**src/rtl/core/spd_pkg.sv**
```systemverilog
`default_nettype none
// ----------------------------------------------------------------------------
// spd_pkg
// shared constants, command and status types of the serial packet deframer
// ----------------------------------------------------------------------------
package spd_pkg;

    localparam int MAX_PAYLOAD_DEF = 16;

    localparam logic [7:0] START_FIRST  = 8'hA5;
    localparam logic [7:0] START_SECOND = 8'h5A;

    localparam logic [4:0] FRAME_LENGTH_RST = 5'd6;
    localparam logic [4:0] OUT_MAX          = 5'd16;

    localparam logic FUNC_BYTE    = 1'b0;
    localparam logic FUNC_RELEASE = 1'b1;

    typedef struct packed {
        logic seed;
        logic add_len;
        logic store;
        logic arm;
        logic release_mbox;
        logic load;
    } t_cmd;

    typedef struct packed {
        logic start_first;
        logic start_second;
        logic len_ok;
        logic fill_done;
        logic sum_ok;
        logic mbox_full;
        logic slot_free;
        logic rd_last;
    } t_status;

endpackage
`default_nettype wire

```
**src/rtl/core/spd_if.sv**
```systemverilog
`default_nettype none
// ----------------------------------------------------------------------------
// spd_if
// item channels of the serial packet deframer
// ----------------------------------------------------------------------------
interface spd_in_if;
    logic       valid;
    logic       ready;
    logic       func;
    logic [7:0] rx_byte;

    modport source (output valid, output func, output rx_byte, input ready);
    modport sink   (input valid, input func, input rx_byte, output ready);
endinterface

interface spd_out_if;
    logic       valid;
    logic       ready;
    logic [7:0] payload_byte;
    logic [3:0] byte_index;
    logic       is_last;

    modport source (output valid, output payload_byte, output byte_index,
                    output is_last, input ready);
    modport sink   (input valid, input payload_byte, input byte_index,
                    input is_last, output ready);
endinterface
`default_nettype wire

```
**src/rtl/core/spd_ctrl.sv**
```systemverilog
`default_nettype none
// ----------------------------------------------------------------------------
// spd_ctrl
// frame state machine: start word hunt, seed, length, payload, checksum and drain
// ----------------------------------------------------------------------------
module spd_ctrl (
    input  wire             i_clk,
    input  wire             i_rst_n,
    input  wire             i_in_valid,
    input  wire             i_in_func,
    input  spd_pkg::t_status i_status,
    output logic            o_in_ready,
    output spd_pkg::t_cmd   o_cmd
);

    typedef enum logic [2:0] {
        S_HUNT,
        S_SYNC,
        S_SEED,
        S_LEN,
        S_PAYLOAD,
        S_CHECK,
        S_DRAIN
    } t_state;

    t_state r_state;
    t_state n_state;
    logic   accept_byte;

    assign o_in_ready  = (r_state != S_DRAIN);
    assign accept_byte = i_in_valid && o_in_ready && (i_in_func == spd_pkg::FUNC_BYTE);

    always_comb begin
        n_state = r_state;
        o_cmd   = '0;
        o_cmd.release_mbox = i_in_valid && o_in_ready &&
                             (i_in_func == spd_pkg::FUNC_RELEASE);
        case (r_state)
            S_HUNT: begin
                if (accept_byte) begin
                    n_state = i_status.start_first ? S_SYNC : S_HUNT;
                end
            end
            S_SYNC: begin
                if (accept_byte) begin
                    n_state = i_status.start_second ? S_SEED : S_HUNT;
                end
            end
            S_SEED: begin
                if (accept_byte) begin
                    o_cmd.seed = 1'b1;
                    n_state    = S_LEN;
                end
            end
            S_LEN: begin
                if (accept_byte) begin
                    o_cmd.add_len = 1'b1;
                    n_state       = i_status.len_ok ? S_PAYLOAD : S_HUNT;
                end
            end
            S_PAYLOAD: begin
                if (accept_byte) begin
                    o_cmd.store = 1'b1;
                    if (i_status.fill_done) begin
                        n_state = S_CHECK;
                    end
                end
            end
            S_CHECK: begin
                if (accept_byte) begin
                    if (i_status.sum_ok && !i_status.mbox_full) begin
                        o_cmd.arm = 1'b1;
                        n_state   = S_DRAIN;
                    end else begin
                        n_state = S_HUNT;
                    end
                end
            end
            S_DRAIN: begin
                o_cmd.load = i_status.slot_free;
                if (i_status.slot_free && i_status.rd_last) begin
                    n_state = S_HUNT;
                end
            end
            default: begin
                n_state = S_HUNT;
            end
        endcase
    end

    always_ff @(posedge i_clk) begin
        if (!i_rst_n) begin
            r_state <= S_HUNT;
        end else begin
            r_state <= n_state;
        end
    end

`ifndef ASSERT_OFF
    a_payload_to_check: assert property (@(posedge i_clk) disable iff (!i_rst_n)
        (r_state == S_PAYLOAD && accept_byte && i_status.fill_done) |=> (r_state == S_CHECK))
        else $error("payload end did not reach checksum");
    a_drain_exit: assert property (@(posedge i_clk) disable iff (!i_rst_n)
        (r_state == S_DRAIN && i_status.slot_free && i_status.rd_last) |=> (r_state == S_HUNT))
        else $error("drain did not finish after last read");
    a_arm_needs_free: assert property (@(posedge i_clk) disable iff (!i_rst_n)
        o_cmd.arm |-> (i_status.sum_ok && !i_status.mbox_full))
        else $error("frame armed with bad checksum or full mailbox");
`endif

endmodule
`default_nettype wire

```
**src/rtl/core/spd_dp.sv**
```systemverilog
`default_nettype none
// ----------------------------------------------------------------------------
// spd_dp
// deframer datapath: sum, counters, payload store, mailbox and output register
// ----------------------------------------------------------------------------
module spd_dp #(
    parameter int MAX_PAYLOAD = spd_pkg::MAX_PAYLOAD_DEF
) (
    input  wire              i_clk,
    input  wire              i_rst_n,
    input  wire              i_cfg_we,
    input  wire  [4:0]       i_cfg_data,
    input  wire  [7:0]       i_rx_byte,
    input  wire              i_out_ready,
    input  spd_pkg::t_cmd    i_cmd,
    output spd_pkg::t_status o_status,
    output logic             o_out_valid,
    output logic [7:0]       o_payload_byte,
    output logic [3:0]       o_byte_index,
    output logic             o_is_last
);

    localparam int DEPTH = (MAX_PAYLOAD < 16) ? MAX_PAYLOAD : 16;
    localparam int AW    = (DEPTH > 1) ? $clog2(DEPTH) : 1;

    logic [7:0] r_store [DEPTH];
    logic [4:0] r_frame_length;
    logic [4:0] r_frame_len;
    logic [4:0] r_fill;
    logic [7:0] r_sum;
    logic       r_mbox_full;
    logic [3:0] r_rd_idx;
    logic [4:0] r_drain_n;
    logic       r_out_valid;
    logic [7:0] r_payload;
    logic [3:0] r_index;
    logic       r_last;

    logic [5:0] fill_next;
    logic [4:0] rd_next;

    assign fill_next = {1'b0, r_fill} + 6'd1;
    assign rd_next   = {1'b0, r_rd_idx} + 5'd1;

    assign o_status.start_first  = (i_rx_byte == spd_pkg::START_FIRST);
    assign o_status.start_second = (i_rx_byte == spd_pkg::START_SECOND);
    assign o_status.len_ok       = (i_rx_byte != 8'd0) &&
                                   (i_rx_byte == {3'd0, r_frame_length}) &&
                                   ({1'b0, i_rx_byte} <= 9'(MAX_PAYLOAD));
    assign o_status.fill_done    = (fill_next >= {1'b0, r_frame_len});
    assign o_status.sum_ok       = (r_sum == i_rx_byte);
    assign o_status.mbox_full    = r_mbox_full;
    assign o_status.slot_free    = !r_out_valid || i_out_ready;
    assign o_status.rd_last      = (rd_next == r_drain_n);

    assign o_out_valid    = r_out_valid;
    assign o_payload_byte = r_payload;
    assign o_byte_index   = r_index;
    assign o_is_last      = r_last;

    // control state
    always_ff @(posedge i_clk) begin
        if (!i_rst_n) begin
            r_frame_length <= spd_pkg::FRAME_LENGTH_RST;
            r_frame_len    <= 5'd0;
            r_fill         <= 5'd0;
            r_sum          <= 8'd0;
            r_mbox_full    <= 1'b0;
            r_rd_idx       <= 4'd0;
            r_drain_n      <= 5'd0;
            r_out_valid    <= 1'b0;
        end else begin
            if (i_cfg_we) begin
                r_frame_length <= i_cfg_data;
            end
            if (i_cmd.seed) begin
                r_sum <= i_rx_byte;
            end
            if (i_cmd.add_len) begin
                r_sum  <= r_sum + i_rx_byte;
                r_fill <= 5'd0;
                if (o_status.len_ok) begin
                    r_frame_len <= i_rx_byte[4:0];
                end
            end
            if (i_cmd.store) begin
                r_sum  <= r_sum + i_rx_byte;
                r_fill <= fill_next[4:0];
            end
            if (i_cmd.release_mbox) begin
                r_mbox_full <= 1'b0;
            end
            if (i_cmd.arm) begin
                r_mbox_full <= 1'b1;
                r_rd_idx    <= 4'd0;
                r_drain_n   <= (r_frame_len > spd_pkg::OUT_MAX) ? spd_pkg::OUT_MAX
                                                                 : r_frame_len;
            end
            if (i_cmd.load) begin
                r_rd_idx    <= rd_next[3:0];
                r_out_valid <= 1'b1;
            end else if (i_out_ready) begin
                r_out_valid <= 1'b0;
            end
        end
    end

    // payload store and registered read into the output item
    always_ff @(posedge i_clk) begin
        if (i_cmd.store && ({1'b0, r_fill} < 6'(DEPTH))) begin
            r_store[r_fill[AW-1:0]] <= i_rx_byte;
        end
        if (i_cmd.load) begin
            r_payload <= r_store[r_rd_idx[AW-1:0]];
            r_index   <= r_rd_idx;
            r_last    <= (rd_next == r_frame_len);
        end
    end

`ifndef ASSERT_OFF
    a_load_needs_frame: assert property (@(posedge i_clk) disable iff (!i_rst_n)
        i_cmd.load |-> r_mbox_full)
        else $error("payload read without a held frame");
    a_arm_when_empty: assert property (@(posedge i_clk) disable iff (!i_rst_n)
        i_cmd.arm |-> !r_mbox_full)
        else $error("frame armed while mailbox full");
    a_valid_from_load: assert property (@(posedge i_clk) disable iff (!i_rst_n)
        $rose(r_out_valid) |-> $past(i_cmd.load))
        else $error("output item without a store read");
`endif

endmodule
`default_nettype wire

```
**src/rtl/core/serial_packet_deframer.sv**
```systemverilog
`default_nettype none
// ----------------------------------------------------------------------------
// serial_packet_deframer
// start word hunt, length and additive checksum deframer with one mailbox
// ----------------------------------------------------------------------------
// Each input item (a received byte or a release) is taken when offered, unless
// the input is held off. When a checksum byte completes a good frame and the
// mailbox is empty, the input is held off while the payload, min(length, 16)
// bytes, is read out of the store through its single registered read port, one
// byte per cycle while the output register is free, slower while an item waits
// there. Configuration writes go straight to the frame length register.
module serial_packet_deframer #(
    parameter int MAX_PAYLOAD = spd_pkg::MAX_PAYLOAD_DEF
) (
    input  wire        i_clk,
    input  wire        i_rst_n,
    input  wire        i_cfg_we,
    input  wire  [4:0] i_cfg_data,
    spd_in_if.sink     i_in,
    spd_out_if.source  o_out
);

    spd_pkg::t_cmd    cmd;
    spd_pkg::t_status status;
    logic             in_ready;

    assign i_in.ready = in_ready;

    spd_ctrl u_ctrl (
        .i_clk      (i_clk),
        .i_rst_n    (i_rst_n),
        .i_in_valid (i_in.valid),
        .i_in_func  (i_in.func),
        .i_status   (status),
        .o_in_ready (in_ready),
        .o_cmd      (cmd)
    );

    spd_dp #(
        .MAX_PAYLOAD (MAX_PAYLOAD)
    ) u_dp (
        .i_clk          (i_clk),
        .i_rst_n        (i_rst_n),
        .i_cfg_we       (i_cfg_we),
        .i_cfg_data     (i_cfg_data),
        .i_rx_byte      (i_in.rx_byte),
        .i_out_ready    (o_out.ready),
        .i_cmd          (cmd),
        .o_status       (status),
        .o_out_valid    (o_out.valid),
        .o_payload_byte (o_out.payload_byte),
        .o_byte_index   (o_out.byte_index),
        .o_is_last      (o_out.is_last)
    );

endmodule
`default_nettype wire
```
**src/flat_wrapper.sv**
```systemverilog
// flat-port wrapper written by rule: the top's interface ports become plain ports
module serial_packet_deframer_flat 
#(
    parameter int MAX_PAYLOAD = spd_pkg::MAX_PAYLOAD_DEF
)
  (i_clk, i_rst_n, i_cfg_we, i_cfg_data, i_in_valid, i_in_func, i_in_rx_byte, i_in_ready, o_out_valid, o_out_payload_byte, o_out_byte_index, o_out_is_last, o_out_ready);
  spd_in_if i_in_i ();
  spd_out_if o_out_i ();
  input  wire i_clk;
  input  wire i_rst_n;
  input  wire i_cfg_we;
  input  wire  [4:0] i_cfg_data;
  input wire logic [$bits(i_in_i.valid)-1:0] i_in_valid;
  input wire logic [$bits(i_in_i.func)-1:0] i_in_func;
  input wire logic [$bits(i_in_i.rx_byte)-1:0] i_in_rx_byte;
  output wire logic [$bits(i_in_i.ready)-1:0] i_in_ready;
  output wire logic [$bits(o_out_i.valid)-1:0] o_out_valid;
  output wire logic [$bits(o_out_i.payload_byte)-1:0] o_out_payload_byte;
  output wire logic [$bits(o_out_i.byte_index)-1:0] o_out_byte_index;
  output wire logic [$bits(o_out_i.is_last)-1:0] o_out_is_last;
  input wire logic [$bits(o_out_i.ready)-1:0] o_out_ready;
  assign i_in_i.valid = i_in_valid;
  assign i_in_i.func = i_in_func;
  assign i_in_i.rx_byte = i_in_rx_byte;
  assign i_in_ready = i_in_i.ready;
  assign o_out_valid = o_out_i.valid;
  assign o_out_payload_byte = o_out_i.payload_byte;
  assign o_out_byte_index = o_out_i.byte_index;
  assign o_out_is_last = o_out_i.is_last;
  assign o_out_i.ready = o_out_ready;
  serial_packet_deframer #(.MAX_PAYLOAD(MAX_PAYLOAD)) u_core (.i_clk(i_clk), .i_rst_n(i_rst_n), .i_cfg_we(i_cfg_we), .i_cfg_data(i_cfg_data), .i_in(i_in_i), .o_out(o_out_i));
endmodule
```
**config.mk**
```make
export PLATFORM = sky130hd
export DESIGN_NAME = serial_packet_deframer_flat
export DESIGN_NICKNAME = d
export VERILOG_FILES = /design/src/rtl/core/spd_pkg.sv /design/src/rtl/core/spd_if.sv /design/src/rtl/core/spd_ctrl.sv /design/src/rtl/core/spd_dp.sv /design/src/rtl/core/serial_packet_deframer.sv /design/src/flat_wrapper.sv
export SDC_FILE = /design/constraint.sdc
export NUM_CORES = 1
export LEC_CHECK = 0
export BUFFER_PORTS_ARGS = -buffer_cell sky130_fd_sc_hd__clkbuf_2
export CAP_MARGIN = 20
export CORE_UTILIZATION = 60
export CTS_BUF_LIST = sky130_fd_sc_hd__clkbuf_16
export CTS_CLUSTER_DIAMETER = 120
export CTS_CLUSTER_SIZE = 40
export DETAILED_ROUTE_END_ITERATION = 12
export PLACE_DENSITY = 0.78
export SYNTH_ARGS = -nofsm -noshare
export SYNTH_HDL_FRONTEND = slang
export SYNTH_SLANG_ARGS = --single-unit
```
**constraint.sdc**
```tcl
create_clock -name i_clk -period 7.9 [get_ports i_clk]
set_clock_uncertainty 0.2 [all_clocks]
set_input_delay 1.185 -clock i_clk [delete_from_list [all_inputs] [get_ports i_clk]]
set_output_delay 1.185 -clock i_clk [all_outputs]
set_load 0.02 [all_outputs]
```
; ---- Yosys cells after proc, flatten, opt, wreduce, memory -nomap -nowiden
; Memories as Yosys holds them, arrays and structs flattened. A register that Yosys moved wholly into a read port is not among the register bits.
; Cells that the tools add are included.
; W data, S select, Z words.
[word_totals]
ram_bits = 128
ff_bits = 42
n_memories = 1
word_cells = 96
[mem_list]
columns = name, depth, word_bits, rd, rd_ports_with_merged_regs, write_ports, line
row1 = u_core.u_dp.r_store, 16, 8, 1, 1, 1, spd_dp.sv:26  ; logic [7:0] r_store [DEPTH];
[classes]
addsub = 3
n_eq_ne = 21
bitwise_logic = 1
mux = 35
n_reduce_logical = 20
order_cmp = 4
[ops]
columns = cell, n
row1 = $mux W3, 10
row2 = $mux W8, 3
row3 = $pmux W3 S7, 1
row4 = $mux W1, 15
row5 = $mux W5, 3
row6 = $ne A2 B2 Y1 const B, 7
row7 = $eq A5 B5 Y1, 2
row8 = $eq A3 B3 Y1 const B, 3
row9 = $add A8 B8 Y8, 1
row10 = $eq A8 B5 Y1, 1
row11 = $eq A8 B7 Y1 const B, 1
row12 = $eq A8 B8 Y1, 1
row13 = $eq A8 B8 Y1 const B, 1
row14 = $le A8 B5 Y1 const B, 1
row15 = $logic_and A1 B1 Y1, 8
row16 = $mux W4, 2
row17 = $reduce_and A8 Y1, 1
row18 = $reduce_bool A2 Y1, 4
row19 = $reduce_bool A8 Y1, 1
row20 = $add A5 B1 Y6 const B, 1
row21 = $eq A3 B2 Y1 const B, 2
row22 = $ge A6 B5 Y1, 1
row23 = $add A4 B1 Y5 const B, 1
row24 = $gt A5 B5 Y1 const B, 1
row25 = 11 further kinds, 12

; ---- Longest topological paths before layout
[depth]
ltp_word = 8
depth_mapped = 9
ltp_nobuf = 9

; ---- Modules after synthesis
; Synthesis repeated with hierarchy kept, for this count alone.
[hier_totals]
cells_unflattened = 518
hier_area_um2 = 7963.9
[modules_own_cells]
columns = mod, area_each_um2, cells_per_inst, seq_area_each_um2, n_inst
row1 = spd_dp, 7696.1, 479, 4914.7, 1
row2 = spd_ctrl, 267.8, 39, 60.1, 1

; ---- Worst setup path after synthesis
; OpenSTA, ideal clock, no wires.
[synth_timing]
kind = input -> register
start = input i_in_valid
end = memory u_core.u_dp.r_store[2][0], enable pin
required_time_ns = 7.317
arrival_time_ns = 2.582
setup_slack_ns = 4.735
setup_ns = 0.383
cell_stages = 4
n_path_buf = 0
path_cell_list = or2b_2 -> nor3_1 -> nand2_1 -> nor3_1
[synth_via]
elab_chain_len = 7
[synth_lines]
columns = element, line
row1 = start: declaration, flat_wrapper.sv:13  ; input wire logic [$bits(i_in_i.valid)-1:0] i_in_valid;
row2 = $logic_and A1 B1 Y1 (2 in a row), spd_ctrl.sv:31  ; assign accept_byte = i_in_valid && o_in_ready && (i_in_func == spd_pkg::FUNC_BYTE);
row3 = $mux W1, spd_ctrl.sv:62  ; if (accept_byte) begin
row4 = $mux W1, spd_ctrl.sv:38  ; case (r_state)
row5 = $logic_and A1 B1 Y1, spd_dp.sv:110  ; if (i_cmd.store && ({1'b0, r_fill} < 6'(DEPTH))) begin
row6 = $mux W1, spd_dp.sv:110
row7 = $mux W1 (implied by the code), spd_dp.sv:111  ; r_store[r_fill[AW-1:0]] <= i_rx_byte;
row8 = end: declaration, spd_dp.sv:26
; Every way passes these cells.

; ---- Worst setup path after layout
[layout_timing]
start = input i_in_rx_byte[2]
end = register u_core.u_dp.r_rd_idx[2]
[layout_via]
elab_chain_len = 6
[layout_lines]
columns = element, line
row1 = start: declaration, flat_wrapper.sv:15  ; input wire logic [$bits(i_in_i.rx_byte)-1:0] i_in_rx_byte;
row2 = $eq A8 B8 Y1, spd_dp.sv:51  ; assign o_status.sum_ok = (r_sum == i_rx_byte);
row3 = $logic_and A1 B1 Y1, spd_ctrl.sv:71  ; if (i_status.sum_ok && !i_status.mbox_full) begin
row4 = $mux W1, spd_ctrl.sv:71
row5 = $mux W1, spd_ctrl.sv:70  ; if (accept_byte) begin
row6 = $mux W1, spd_ctrl.sv:38
row7 = $reduce_bool A2 Y1 (no source line), -
row8 = end signal: assignment, spd_dp.sv:100  ; r_rd_idx <= rd_next[3:0];
row9 = end: declaration, spd_dp.sv:32  ; logic [3:0] r_rd_idx;
; Every way passes these cells.
; A chain may end at the register's enable or synchronous reset.

==> qor.csv <==
stage,metric,value,unit
outcome,status,finished clean,
synthesis,synth_nets,562,
worst_hold_path,hold_path_class,reg -> reg,
placement,gp_congestion,0.8839,
cells_and_area,fill_cells,850,
placement,dpl_worst_slack,4.089,ns
cells_and_area,diodes,0,
grt,grt_pass1_wl,24920,µm
routing,drc,0,
timing,setup_viol,0,
routing,drt_pass1_iterations,5,
timing,period_share,0.4335,
synthesis,synth_edf_count,141,
setup_path,cpMostUsedCell,nor2_1,
power,p_per_area,216.8,nW/µm²
placement,place_hpwl,10190,µm
floorplan,die_h,116.4,µm
synthesis,syn_area,7859,µm²
setup_path,end_kind,register,
timing,tightestPinTransition,1.144,ns
routing,drt-total-wl,16260,µm
synthesis,ys_ff_latch,178,
power,vdd_ir_drop_max,144.3,µV
setup_path,max_stage_delay,0.47,ns
cts,clkLatencyLatePin,0.43,ns
timing,max_slew_margin,0.2347,
power,pwr-share-comb,0.042,
setup_path,timing.rr.end,u_core.u_dp.r_store[14][4],
setup_path,critPathLaunch,i_in_rx_byte[2],
cts,path_clk_slew,0.07,ns
synthesis,yosysWarningCount,0,
cts,cts_max_level,4,
cts,cts-hold-fix-buffers,0,
routing,vias,4620,
cts,cts_resized,0,
worst_hold_path,worst_hold_startpoint,u_core.u_dp.r_sum[3],
cells_and_area,area.growth.synth_to_final,11.21,%
setup_path,crit_end,u_core.u_dp.r_rd_idx[2],
timing,whs,0.2756,ns
synthesis,async_flop_share,0,
floorplan,initial_core_util,0.6202,
power,pwr-share-clk,0.420,
cells_and_area,nets,596,
setup_path,critPathMaxFanout,23,
timing,slew_viol_final,0,
setup_path,r2r_cells,4,
routing,antenna_left,0,
routing,vias_per_cell,6.210,
timing,rsz0062_at_grt,false,
power,total_leakage_power,0.002915,µW
cts,cts_tree,yes,
setup_path,start_kind,primary input,
cells_and_area,drive_gt1_frac,0.2133,
placement,io_buffer_count,33,
power,p_int,1482,µW
synthesis,avgSynthCellArea,14.97,µm²
cts,clock_path_buffers,2,
setup_path,r2r_slack,4.77,ns
synthesis,ys_seq_area_frac,0.6330,
setup_path,worstPathRequired,8.01,ns
timing,hold_viol,0,
cts,postCtsSetupBuffers,0,
run,maxCapViolCount,0,
floorplan,rows,41,
grt,grt_pass1_vias,4462,
timing,fin_crit,3.425,ns
grt,antenna_found_initial,0,
floorplan,dieArea,13560,µm²
routing,drt_iter0_drc,636,
synthesis,synth.distinct_cells,62,
timing,setup_ws,4.476,ns
grt,grt_max_degree,42,
timing,fmax,292.0,MHz
cts,clkSinkCount,178,
floorplan,io_pins,34,
cts,clockRootBuffer,clkbuf_16,
power,p_sw,413.2,µW
timing,fin_setup_tns,0,ns
power,seqPwrFrac,0.538,
power,p_sw_frac,0.2180,
setup_path,r2r-start,u_core.u_ctrl.r_state[2],
cts,cts_made_buffers,17,
setup_path,crit_slowest_cell,nor2_1,
synthesis,synth_flop_cell,edfxtp_1,
cells_and_area,utilization,0.6897,
setup_path,arrival,3.53,ns
floorplan,floorplan.die.width,116.4,µm
floorplan,design.core.area,12670,µm²
routing,routedWlPerCell,21.85,µm
synthesis,synth_cells,525,
grt,overflow,0,
setup_path,crit_path_cell_trace,clkbuf_2 > ha_1 > nor4_1 > nand4_1 > nor2_1 > nor2_1 > o21ai_0 > a21boi_0,
setup_path,setup.worst_path.class,in -> reg,
grt,grt_use_total,0.2650,
[power groups by stage]
stage | logic, µW | registers, µW | clock network [µW]
5_1_grt | 86.7 | 1020 | 838
2_1_floorplan | 50.6 | 1040 | 0
4_1_cts | 78.5 | 1020 | 802
6_report | 79.1 | 1020 | 796
3_5_place_dp | 78.4 | 1040 | 0
3_3_place_gp | 75.5 | 1040 | 0
[worst max-delay path: cells and delay by family]
| kind | cells | cell delay [ns] |
|---|---|---|
| AND/OR/NAND/NOR | 4 | 1.29 |
| adder cells (fa/ha/maj) | 1 | 0.46 |
| AO/OA/AOI/OAI | 2 | 0.31 |
| buffers and inverters | 1 | 0.29 |
[placed cells by master (no fill, tap or decap), types with 6 or more instances in the layout]
cell type and instances:
edfxtp_1 141, mux4_2 40, dfxtp_1 36, nand2_1 35, clkbuf_2 33, nor2_1 31, o21ai_0 24, ha_1 17
clkbuf_16 17, inv_1 15, xnor2_1 15, a21boi_0 15, nor2b_1 13, nor3_1 13, nand3_1 12, mux2i_1 8
xor2_1 6, a21oi_1 6
[metrics by stage]
stage / cell area [µm²] / power, µW / std cells
after detailed placement: 8157 / 1119 / 709
final: 8740 / 1895 / 744
after floorplan: 7859 / 1090 / 525
after global routing: 8740 / 1945 / 744
after CTS: 8713 / 1900 / 741
after global placement: 8142 / 1116 / 707
[synth_stat cells (2+ instances only)]
master,number,area (µm²)
ha_1,17,212.7
o2111ai_1,2,17.52
and4_1,2,17.52
o211a_1,3,30.03
a22oi_1,3,22.52
or3_1,3,18.77
nand2b_1,3,18.77
buf_2,6,30.03
clkbuf_1,15,56.30
xnor2_1,15,131.4
and3_1,3,18.77
o21a_1,3,22.52
o21ai_0,24,120.1
dfxtp_1,37,740.7
nor4_1,4,25.02
nor2b_1,13,81.33
xor2_1,6,52.55
nand2_1,35,131.4
a21oi_1,6,30.03
edfxtp_1,141,4234
mux4_2,40,900.9
o221ai_1,4,35.03
and2_1,3,18.77
a21o_1,2,15.01
mux2i_1,8,80.08
nand3_1,12,60.06
nor3_1,13,65.06
o211ai_1,4,30.03
or2b_2,2,17.52
a21boi_1,3,22.52
nor2_1,31,116.4
inv_1,14,52.55
nand4_1,5,31.28
a21boi_0,15,112.6
[area by class of cell]
type / instances / area [µm²] / share of cell area
flip-flops and latches: 178 / 4976 / 0.5694
inverters: 14 / 52.55 / 0.006013
well taps: 172 / 215.2 / 0.02462
clock buffers: 17 / 425.4 / 0.04868
clock inverters: 15 / 131.4 / 0.01503
repair buffers: 40 / 221.5 / 0.02534
multi-input cells: 308 / 2718 / 0.3110
[kinds of logic (layout without fill, tap and decap cells)]
| family | Yosys count | after routing | synth area share |
|---|---|---|---|
| fa+ha+maj | 18 | 18 | 0.02961 |
| compound gates | 80 | 80 | 0.07372 |
| mux | 48 | 48 | 0.1248 |
| xor+xnor | 22 | 22 | 0.02643 |
| simple gates | 140 | 140 | 0.09123 |
| buf+inv | 39 | 86 | 0.02117 |
| flops | 178 | 178 | 0.6330 |
[flip-flops by register name, summed over array words and instances, names as in the netlist]
register                    cells
u_core.u_dp.o_payload_byte      8
u_core.u_dp.o_byte_index        4
u_core.u_dp.o_is_last           1
u_core.u_dp.r_store           128
u_core.u_dp.r_frame_len         5
u_core.u_dp.r_mbox_full         1
u_core.u_dp.r_frame_length      5
u_core.u_dp.r_drain_n           5
u_core.u_ctrl.r_state           3
u_core.u_dp.o_out_valid         1
u_core.u_dp.r_rd_idx            4
u_core.u_dp.r_sum               8
u_core.u_dp.r_fill              5
[metal layers]
metal / vias to the layer above / GRT usage / routed length (µm)
met5: - / 0 / 0
met4: 0 / 0.1256 / 475
li1: 2102 / - / -
met1: 2242 / 0.3547 / 6816
met2: 233 / 0.4146 / 7671
met3: 43 / 0.06175 / 1292
[worst min-delay path by stage]
stage | endpoint | slack, ns | cells after the start
finish | u_core.u_dp.r_sum[3] | 0.28 | 2
global route | u_core.u_dp.r_sum[4] | 0.30 | 2
CTS | u_core.u_dp.r_sum[3] | 0.28 | 2
detailed placement | u_core.u_dp.r_sum[3] | 0.27 | 2
global placement | u_core.u_dp.r_sum[5] | 0.26 | 2
floorplan | u_core.u_dp.o_byte_index[3] | 0.20 | 0
Power figures use the tool's default switching activity.
